[src/design/iir_pkg.sv]
// shared types, constants and sizes for the direct-form i iir filter
// no dependencies; used by iir_ctrl, iir_datapath and iir_direct_form_filter
`default_nettype none

package iir_pkg;

    localparam int TAPS    = 11;
    localparam int HIST_N  = TAPS - 1;
    localparam int TAP_W   = $clog2(TAPS);
    localparam int HIST_IW = (HIST_N > 1) ? $clog2(HIST_N) : 1;
    localparam int CNT_W   = (TAP_W > 4) ? TAP_W : 4;

    localparam int COEF_W  = 24;
    localparam int SAMP_W  = 16;
    localparam int PROD_W  = COEF_W + SAMP_W;
    localparam int ACC_W   = PROD_W + $clog2(2 * TAPS) + 1;
    localparam int QUO_W   = 16;
    localparam int DIV_W   = COEF_W + QUO_W;

    localparam logic [1:0] ACT_LOAD_B = 2'd0;
    localparam logic [1:0] ACT_LOAD_A = 2'd1;
    localparam logic [1:0] ACT_FILTER = 2'd2;

    localparam logic [QUO_W-1:0] POS_LIMIT = 16'h7fff;
    localparam logic [QUO_W-1:0] NEG_LIMIT = 16'h8000;

    typedef struct packed {
        logic [1:0]               action;
        logic [3:0]               coef_index;
        logic signed [COEF_W-1:0] coef_value;
        logic signed [SAMP_W-1:0] sample_in;
        logic                     frame_start;
    } iir_in_t;

    typedef struct packed {
        logic signed [SAMP_W-1:0] sample_out;
        logic                     saturated;
        logic                     divide_fault;
    } iir_out_t;

    typedef struct packed {
        logic             load_b;
        logic             load_a;
        logic             start;
        logic             mac_issue;
        logic [TAP_W-1:0] tap;
        logic             check;
        logic             div_step;
        logic             finish;
    } iir_cmd_t;

endpackage

`default_nettype wire

[src/design/iir_ctrl.sv]
// sequencer for the iir filter: input/output handshakes, tap walk, divide steps
// depends on iir_pkg; drives iir_datapath through iir_cmd_t
`default_nettype none

module iir_ctrl (
    input  wire logic              aclk,
    input  wire logic              aresetn,
    input  wire logic              s_valid,
    output logic                   s_ready,
    input  wire iir_pkg::iir_in_t  s_data,
    output logic                   m_valid,
    input  wire logic              m_ready,
    output iir_pkg::iir_cmd_t      cmd
);

    typedef enum logic [2:0] {
        ST_IDLE,
        ST_MAC,
        ST_DRAIN,
        ST_CHECK,
        ST_DIV,
        ST_DONE
    } state_t;

    state_t                    state_reg, state_next;
    logic [iir_pkg::CNT_W-1:0] cnt_reg, cnt_next;
    logic                      m_valid_reg, m_valid_next;
    logic                      in_beat;
    logic                      out_free;

    assign s_ready  = (state_reg == ST_IDLE);
    assign m_valid  = m_valid_reg;
    assign in_beat  = s_valid && s_ready;
    assign out_free = !m_valid_reg || m_ready;

    always_comb begin
        cmd           = '0;
        cmd.load_b    = in_beat && (s_data.action == iir_pkg::ACT_LOAD_B);
        cmd.load_a    = in_beat && (s_data.action == iir_pkg::ACT_LOAD_A);
        cmd.start     = in_beat && (s_data.action == iir_pkg::ACT_FILTER);
        cmd.mac_issue = (state_reg == ST_MAC);
        cmd.tap       = cnt_reg[iir_pkg::TAP_W-1:0];
        cmd.check     = (state_reg == ST_CHECK);
        cmd.div_step  = (state_reg == ST_DIV);
        cmd.finish    = (state_reg == ST_DONE) && out_free;
    end

    always_comb begin
        state_next   = state_reg;
        cnt_next     = cnt_reg;
        m_valid_next = m_valid_reg;
        if (m_valid_reg && m_ready) begin
            m_valid_next = 1'b0;
        end
        unique case (state_reg)
            ST_IDLE: begin
                if (cmd.start) begin
                    state_next = ST_MAC;
                    cnt_next   = '0;
                end
            end
            ST_MAC: begin
                cnt_next = cnt_reg + 1'b1;
                if (cnt_reg == iir_pkg::CNT_W'(iir_pkg::TAPS - 1)) begin
                    state_next = ST_DRAIN;
                end
            end
            ST_DRAIN: begin
                state_next = ST_CHECK;
            end
            ST_CHECK: begin
                state_next = ST_DIV;
                cnt_next   = '0;
            end
            ST_DIV: begin
                cnt_next = cnt_reg + 1'b1;
                if (cnt_reg == iir_pkg::CNT_W'(iir_pkg::QUO_W - 1)) begin
                    state_next = ST_DONE;
                end
            end
            ST_DONE: begin
                if (out_free) begin
                    state_next   = ST_IDLE;
                    m_valid_next = 1'b1;
                end
            end
            default: begin
                state_next = ST_IDLE;
            end
        endcase
    end

    always_ff @(posedge aclk) begin
        if (!aresetn) begin
            state_reg   <= ST_IDLE;
            cnt_reg     <= '0;
            m_valid_reg <= 1'b0;
        end else begin
            state_reg   <= state_next;
            cnt_reg     <= cnt_next;
            m_valid_reg <= m_valid_next;
        end
    end

endmodule

`default_nettype wire

[src/design/iir_datapath.sv]
// iir datapath: coefficient banks, histories, two multipliers, accumulator,
// restoring divider and result register; depends on iir_pkg
`default_nettype none

module iir_datapath (
    input  wire logic              aclk,
    input  wire logic              aresetn,
    input  wire iir_pkg::iir_in_t  s_data,
    input  wire iir_pkg::iir_cmd_t cmd,
    output iir_pkg::iir_out_t      m_data
);

    localparam int TAPS    = iir_pkg::TAPS;
    localparam int HIST_N  = iir_pkg::HIST_N;
    localparam int HIST_IW = iir_pkg::HIST_IW;
    localparam int TAP_W   = iir_pkg::TAP_W;
    localparam int COEF_W  = iir_pkg::COEF_W;
    localparam int SAMP_W  = iir_pkg::SAMP_W;
    localparam int PROD_W  = iir_pkg::PROD_W;
    localparam int ACC_W   = iir_pkg::ACC_W;
    localparam int QUO_W   = iir_pkg::QUO_W;
    localparam int DIV_W   = iir_pkg::DIV_W;

    logic signed [COEF_W-1:0] fwd_reg [TAPS];
    logic signed [COEF_W-1:0] fb_reg  [TAPS];
    logic signed [SAMP_W-1:0] in_hist_reg  [HIST_N];
    logic signed [SAMP_W-1:0] out_hist_reg [HIST_N];
    logic [TAP_W-1:0]         fill_reg;

    logic signed [SAMP_W-1:0] x_reg;
    logic signed [PROD_W-1:0] prod_b_reg, prod_b_next;
    logic signed [PROD_W-1:0] prod_a_reg, prod_a_next;
    logic                     prod_vld_reg;
    logic signed [ACC_W-1:0]  acc_reg;

    logic [DIV_W-1:0]         rem_reg;
    logic [DIV_W-1:0]         dv_reg;
    logic [QUO_W-1:0]         q_reg;
    logic                     neg_reg, ovf_reg, fault_reg;
    iir_pkg::iir_out_t        result_reg;

    logic [HIST_IW-1:0]       hidx;
    logic signed [COEF_W-1:0] b_sel, a_sel;
    logic signed [SAMP_W-1:0] x_sel, y_sel;
    logic                     tap_used;

    logic [ACC_W-1:0]         acc_abs;
    logic [COEF_W-1:0]        d_abs;
    logic [DIV_W-1:0]         d_top;
    logic                     ovf_now;
    logic [SAMP_W-1:0]        y_val;
    logic                     sat_val;

    assign m_data = result_reg;

    // operand select for the current tap
    always_comb begin
        hidx     = HIST_IW'(cmd.tap - 1'b1);
        b_sel    = fwd_reg[cmd.tap];
        a_sel    = fb_reg[cmd.tap];
        x_sel    = (cmd.tap == '0) ? x_reg : in_hist_reg[hidx];
        y_sel    = out_hist_reg[hidx];
        tap_used = (cmd.tap <= fill_reg);
        prod_b_next = '0;
        prod_a_next = '0;
        if (tap_used) begin
            prod_b_next = b_sel * x_sel;
            if (cmd.tap != '0) begin
                prod_a_next = a_sel * y_sel;
            end
        end
    end

    // divider setup and overflow test
    always_comb begin
        acc_abs = acc_reg[ACC_W-1] ? (~acc_reg + 1'b1) : acc_reg;
        d_abs   = fb_reg[0][COEF_W-1] ? (~fb_reg[0] + 1'b1) : fb_reg[0];
        d_top   = {d_abs, {QUO_W{1'b0}}};
        ovf_now = ({{DIV_W{1'b0}}, acc_abs} >= {{ACC_W{1'b0}}, d_top});
    end

    // sign, saturation and fault handling of the quotient
    always_comb begin
        y_val   = q_reg;
        sat_val = 1'b0;
        if (fault_reg) begin
            y_val = '0;
        end else if (ovf_reg) begin
            sat_val = 1'b1;
            y_val   = neg_reg ? iir_pkg::NEG_LIMIT : iir_pkg::POS_LIMIT;
        end else if (neg_reg) begin
            if (q_reg > iir_pkg::NEG_LIMIT) begin
                sat_val = 1'b1;
                y_val   = iir_pkg::NEG_LIMIT;
            end else begin
                y_val = ~q_reg + 1'b1;
            end
        end else if (q_reg > iir_pkg::POS_LIMIT) begin
            sat_val = 1'b1;
            y_val   = iir_pkg::POS_LIMIT;
        end
    end

    always_ff @(posedge aclk) begin
        if (!aresetn) begin
            for (int i = 0; i < TAPS; i++) begin
                fwd_reg[i] <= '0;
                fb_reg[i]  <= '0;
            end
            fill_reg     <= '0;
            prod_vld_reg <= 1'b0;
        end else begin
            for (int i = 0; i < TAPS; i++) begin
                if (cmd.load_b && (32'(s_data.coef_index) == i)) begin
                    fwd_reg[i] <= s_data.coef_value;
                end
                if (cmd.load_a && (32'(s_data.coef_index) == i)) begin
                    fb_reg[i] <= s_data.coef_value;
                end
            end
            prod_vld_reg <= cmd.mac_issue;
            if (cmd.start && s_data.frame_start) begin
                fill_reg <= '0;
            end else if (cmd.finish && (fill_reg != TAP_W'(HIST_N))) begin
                fill_reg <= fill_reg + 1'b1;
            end
        end
    end

    always_ff @(posedge aclk) begin
        if (cmd.start) begin
            x_reg   <= s_data.sample_in;
            acc_reg <= '0;
        end else if (prod_vld_reg) begin
            acc_reg <= acc_reg + ACC_W'(prod_b_reg) - ACC_W'(prod_a_reg);
        end
        if (cmd.mac_issue) begin
            prod_b_reg <= prod_b_next;
            prod_a_reg <= prod_a_next;
        end
        if (cmd.check) begin
            rem_reg   <= acc_abs[DIV_W-1:0];
            dv_reg    <= DIV_W'({d_abs, {(QUO_W - 1){1'b0}}});
            q_reg     <= '0;
            neg_reg   <= acc_reg[ACC_W-1] ^ fb_reg[0][COEF_W-1];
            ovf_reg   <= ovf_now;
            fault_reg <= (fb_reg[0] == '0);
        end else if (cmd.div_step) begin
            if (rem_reg >= dv_reg) begin
                rem_reg <= rem_reg - dv_reg;
                q_reg   <= {q_reg[QUO_W-2:0], 1'b1};
            end else begin
                q_reg   <= {q_reg[QUO_W-2:0], 1'b0};
            end
            dv_reg <= dv_reg >> 1;
        end
        if (cmd.finish) begin
            result_reg.sample_out   <= y_val;
            result_reg.saturated    <= sat_val;
            result_reg.divide_fault <= fault_reg;
            for (int i = HIST_N - 1; i > 0; i--) begin
                in_hist_reg[i]  <= in_hist_reg[i-1];
                out_hist_reg[i] <= out_hist_reg[i-1];
            end
            in_hist_reg[0]  <= x_reg;
            out_hist_reg[0] <= y_val;
        end
    end

endmodule

`default_nettype wire

[src/design/iir_direct_form_filter.sv]
// top level of the direct-form i iir filter; joins iir_ctrl and iir_datapath
// depends on iir_pkg, iir_ctrl, iir_datapath
// sequence: an accepted sample walks the taps over two shared multipliers, drains the
// products, tests for divide overflow and fault, runs the 16-step restoring divider and
// waits for a free output; no new sample is taken meanwhile; coefficient loads stay idle
// reset: synchronous active low, clears coefficients, history depth and handshake state
`default_nettype none

module iir_direct_form_filter (
    input  wire logic             aclk,
    input  wire logic             aresetn,
    input  wire logic             s_valid,
    output logic                  s_ready,
    input  wire iir_pkg::iir_in_t s_data,
    output logic                  m_valid,
    input  wire logic             m_ready,
    output iir_pkg::iir_out_t     m_data
);

    iir_pkg::iir_cmd_t cmd;

    iir_ctrl u_ctrl (
        .aclk    (aclk),
        .aresetn (aresetn),
        .s_valid (s_valid),
        .s_ready (s_ready),
        .s_data  (s_data),
        .m_valid (m_valid),
        .m_ready (m_ready),
        .cmd     (cmd)
    );

    iir_datapath u_datapath (
        .aclk    (aclk),
        .aresetn (aresetn),
        .s_data  (s_data),
        .cmd     (cmd),
        .m_data  (m_data)
    );

endmodule

`default_nettype wire
[config.mk]
export PLATFORM = sky130hd
export DESIGN_NAME = iir_direct_form_filter
export DESIGN_NICKNAME = d
export VERILOG_FILES = /design/src/design/iir_pkg.sv /design/src/design/iir_ctrl.sv /design/src/design/iir_datapath.sv /design/src/design/iir_direct_form_filter.sv
export SDC_FILE = /design/constraint.sdc
export NUM_CORES = 2
export LEC_CHECK = 0
export ABC_AREA = 1
export BUFFER_PORTS_ARGS = -buffer_cell sky130_fd_sc_hd__buf_2
export CAP_MARGIN = 10
export CELL_PAD_IN_SITES_DETAIL_PLACEMENT = 1
export CELL_PAD_IN_SITES_GLOBAL_PLACEMENT = 2
export CORE_ASPECT_RATIO = 1.2
export CORE_MARGIN = 4
export CORE_UTILIZATION = 28
export CTS_BUF_LIST = sky130_fd_sc_hd__clkbuf_4 sky130_fd_sc_hd__clkbuf_8
export DETAILED_ROUTE_END_ITERATION = 10
export PLACE_DENSITY_LB_ADDON = 0.15
export SLEW_MARGIN = 20
export SYNTH_ARGS = -nofsm -noshare
export SYNTH_HDL_FRONTEND = slang
export SYNTH_SLANG_ARGS = --single-unit
[constraint.sdc]
create_clock -name aclk -period 23.1 [get_ports aclk]
set_input_delay 2.31 -clock aclk [delete_from_list [all_inputs] [get_ports aclk]]
set_output_delay 2.31 -clock aclk [all_outputs]
set_load 0.02 [all_outputs]
======== Word level (Yosys, flattened, before mapping) ========
Memories as Yosys holds them, arrays and structs flattened. A register that Yosys moved wholly into a read port is not among the register bits.
Cells that the tools add are included.
word-level totals
  flip-flop bits (word level) ............. 271
  RAM bits ................................ 848
  logic and storage cells ................. 261
  memories ................................ 4
memory list
  name                     words  bits a word  rd ports  clocked after Yosys merged registers in  wr ports  RTL line            text
  u_datapath.fb_reg        11     24           2         1                                        11        iir_datapath.sv:25  logic signed [COEF_W-1:0] fb_reg [TAPS];
  u_datapath.fwd_reg       11     24           1         1                                        11        iir_datapath.sv:24  logic signed [COEF_W-1:0] fwd_reg [TAPS];
  u_datapath.in_hist_reg   10     16           10        0                                        10        iir_datapath.sv:26  logic signed [SAMP_W-1:0] in_hist_reg [HIST_N];
  u_datapath.out_hist_reg  10     16           10        0                                        10        iir_datapath.sv:27  logic signed [SAMP_W-1:0] out_hist_reg [HIST_N];
operators by class
  add/sub/neg operators ................... 9
  multipliers ............................. 2
  $lt $le $gt $ge ......................... 5
  eq/ne operators ......................... 24
  mux-type cells .......................... 124
  bitwise operators ....................... 27
  reduce and logical (&&, ||, !) cells .... 47
operators by type and width
  cell                     number
  $mux W24                 23
  $mux W40                 3
  $mux W16                 7
  $mul A24 B16 Y40         2
  $mux W39                 2
  $mux W1                  77
  $add A46 B1 Y46 const B  1
  $add A46 B40 Y46         1
  $ge A46 B40 Y1           1
  $mux W46                 1
  $not A46 Y46             1
  $sub A46 B40 Y46         1
  $ge A40 B39 Y1           1
  $sub A40 B39 Y40         1
  $logic_and A1 B1 Y1      30
  $add A24 B1 Y24 const B  1
  $logic_not A24 Y1        1
  $not A24 Y24             1
  $or A1 B1 Y1             22
  $eq A4 B4 Y1 const B     5
  $mux W4                  5
  $pmux W3 S6              1
  $add A16 B1 Y16 const B  1
  $eq A4 B3 Y1 const B     4
  31 further kinds         45

======== Depth between registers and ports, before layout ========
  depth after elaboration ................. 8
  mapped depth ............................ 41
  mapped depth without buffers ............ 34

======== Modules after synthesis ========
A second synthesis with hierarchy kept.
second synthesis, totals
  cell total of the unflattened synthesis .. 9,325
  area total of the unflattened synthesis .. 83,841.7 µm²
modules (own cells, without submodules)
  module        instances  cells each  area an instance (µm²)
  iir_datapath  1          9,246       83,322.4
  iir_ctrl      1          79          519.2

======== Worst setup path before layout ========
OpenSTA, ideal clock, no wires.
  kind .................................... input to register
  from .................................... input port m_ready
  to ...................................... memory u_datapath.in_hist_reg[0][0], enable pin
  setup time .............................. 1.011 ns
  arrival time ............................ 15.653 ns
  setup slack ............................. 6.435 ns
  stages .................................. 2
  path buffers ............................ 0
  cell sequence ........................... nor2_1 > nor2_1
RTL lines
  element      RTL line                      text
  from (decl)  iir_direct_form_filter.sv:16  input wire logic m_ready,
  to (decl)    iir_datapath.sv:26

==> flow_summary_export.csv <==
group,metric,value,unit
clock_tree,cts-root-buf,"clkbuf_8",
sta,clock.fmax,94.35,MHz
routing,first_pass_iters,7,
sta,hold_viol,0,
sta,rsz0062_at_grt,"false",
final_layout,area_growth,9.890,%
setup_path,cp-end-kind,"register",
routing,drt_iter0_drc,3614,
clock_tree,clkSlewWorstSetupHoldPaths,0.06,ns
global_route,use_met2,39.98,%
sta,relSlewSlack,25.28,%
die,dieArea,0.3138,sq mm
routing,vias,65980,
die,fp.dieH,612.9,microns
final_layout,fin_nets,10760,
yosys,syn_inst,9586,
clock_tree,cts_hold_buf,0,
sta,skew,0.1047,ns
sta,fin_setup_tns,0,ns
global_route,grt_pass1_wl,501800,microns
final_layout,layout-drive-gt1-share,7.837,%
setup_path,crit_type,"reg2reg",
die,num_rows,221,
setup_path,cp_max_fo,138,
clock_tree,cts_setup_buffers,0,
clock_tree,cts_buffers,213,
clock_tree,ctsResizeCount,0,
setup_path,start_kind,"register",
sta,setup_viol_count_final,0,
yosys,ys_warn_count,0,
die,coreArea,0.3028,sq mm
setup_path,cp_data_required_time,23.83,ns
yosys,synth.avg_cell_area,8.905,sq um
hold_path,hold_path.class,"reg2reg",
setup_path,slowest_stage,"buf_4",
final_layout,fill_cells,35330,
die,start_util,28.19,%
status,status,"finished clean",
global_route,grt_use_met1,26.26,%
setup_path,path_depth,27,
setup_path,cp.arrival,11.33,ns
global_route,grt-ovfl-total,0,
final_layout,most-common-layout-cells,"inv_1 (1743), nand2_1 (1624), nor2_1 (1385)",
setup_path,crit_family,"adder cells",
setup_path,cp_common_cell,"fa_1",
placement,dp_hpwl,261400,microns
yosys,syn_area,0.08537,sq mm
die,die_x,512.1,microns
hold_path,whs_path_depth,0,
clock_tree,clk_latency,0.99,ns
die,io_pins,71,
global_route,grt_max_degree,168,
global_route,antenna_found_initial,10,
routing,drc_errors,0,
final_layout,final_common_cell,"inv_1",
global_route,grt-busiest-layer,"met2",
yosys,synth-seq-cells,1107,
clock_tree,cts.path.max_buffers,4,
global_route,grt_use_total,21.53,%
clock_tree,cts_sinks,1107,
yosys,ys_async_sr_fraction,0,%
global_route,met3_usage,1.990,%
sta,final_max_slew_viol_count,0,
sta,period_share,45.88,%
job,cap_violations,0,
yosys,ys_types,66,
yosys,syn-num-nets,10750,
setup_path,rr_worst_depth,27,
routing,post_drt_wl_per_cell,24.71,microns
routing,ant_nets,0,
yosys,synthFlopType,"edfxtp_1",
setup_path,critical_path.max_stage_delay,0.91,ns
global_route,grt_pass1_vias,73080,
sta,worst_slew_pin_slew,1.109,ns
placement,gp_congestion,0.8805,
routing,drt-total-wl,340500,microns
yosys,ys_seq_area_share,37.84,%
clock_tree,cts_tree,"built",
sta,finalCriticalPeriod,10.60,ns
placement,portBuffers,70,
yosys,synth_edf_count,1013,
setup_path,critical_path_buf_inv_count,7,
clock_tree,htreeDepth,4,
routing,vias_per_cell,4.787,
per-stage QoR:
stage / setup WS, ns / util (%) / cells / hold WS, ns / instance area, sq um
final: 12.50 / 30.98 / 13780 / 0.3987 / 93810
after global routing: 11.85 / 30.98 / 13780 / 0.4048 / 93810
after CTS: 12.46 / 30.98 / 13780 / 0.3874 / 93800
after detailed placement: 12.47 / 29.61 / 13400 / 0.4336 / 89670
after global placement: 12.52 / 29.61 / 13400 / 0.4229 / 89660
after floorplan: 6.435 / - / 9586 / 0.4179 / 85370
cell families after synthesis:
logic type               after synthesis  share of synthesized area [%]
AND/OR/NAND/NOR                     3544                          16.64
buffers and inverters               2198                          10.50
XOR/XNOR                             117                          1.209
adder cells (fa/ha/maj)             1112                          23.29
flip-flops                          1107                          37.84
multiplexers                         124                          1.577
AO/OA/AOI/OAI                       1384                          8.951
path summary, 6_finish.rpt:
path	startpoint	end	slack (ns)
setup / recovery	register	u_datapath.prod_b_reg[37]	12.50
setup reg to reg	register	u_datapath.prod_b_reg[37]	12.50
hold reg to reg	u_datapath.in_hist_reg[3][5]	u_datapath.in_hist_reg[4][5]	0.40
hold / removal	u_datapath.in_hist_reg[3][5]	u_datapath.in_hist_reg[4][5]	0.40
synthesized netlist by cell type, drive strengths merged (14+ instances only):
cell | number | area, sq um
o21ai | 590 | 2987
nand2 | 1660 | 6291
clkbuf | 151 | 566.8
edfxtp | 1013 | 30420
a31oi | 31 | 193.9
inv | 1796 | 6751
o21bai | 31 | 232.7
mux2i | 40 | 400.4
xor2 | 88 | 770.7
o22ai | 39 | 244.0
nor3 | 62 | 331.6
or2 | 25 | 156.4
fa | 795 | 15920
mux2 | 84 | 945.9
nand3 | 304 | 1531
a21oi | 551 | 2758
dfxtp | 94 | 1882
nand4 | 52 | 325.3
ha | 317 | 3966
nor2 | 1407 | 5344
xnor2 | 29 | 261.5
buf | 245 | 1619
o311ai | 14 | 130.1
o211ai | 49 | 382.9
per-layer routing:
metal | vias up | part of all wire (%)
met2 | 973 | 52
met1 | 34130 | 42
met5 | - | 0
li1 | 30470 | -
met4 | 0 | 3.4
met3 | 397 | 2.6
worst reg2reg max path: stages (launching register included):
cell	delay, ns
dfxtp_4	0.75
buf_4	0.94
buf_12	0.72
buf_4	0.81
mux2_2	0.45
o21ai_0	0.24
o21ai_1	0.09
nand2_1	0.10
nand2_1	0.50
inv_1	0.37
nor2_1	0.11
fa_1	0.58
fa_1	0.43
fa_1	0.59
fa_1	0.47
fa_1	0.50
inv_1	0.06
fa_1	0.48
inv_1	0.05
ha_1	0.42
nand2_1	0.13
nor2_1	0.28
inv_1	0.10
nor4_1	0.45
nand3_1	0.15
nand3_1	0.22
o21ai_0	0.11
a21oi_1	0.29
area by class of cell:
cell class / instances / area (sq um) / area share, %
Antenna cell: 5 / 12.51 / 0.01334
Clock buffer: 273 / 3388 / 3.612
Clock inverter: 104 / 739.5 / 0.7883
Inverter: 1802 / 6784 / 7.232
Multi-Input combinational cell: 6281 / 44210 / 47.13
Sequential cell: 1107 / 32310 / 34.45
Tap cell: 4014 / 5022 / 5.354
Timing Repair Buffer: 195 / 1339 / 1.427
Power is left out: the tool's default activity adds up to more than one toggle a clock period on the data nets, which glitch-free logic cannot reach.
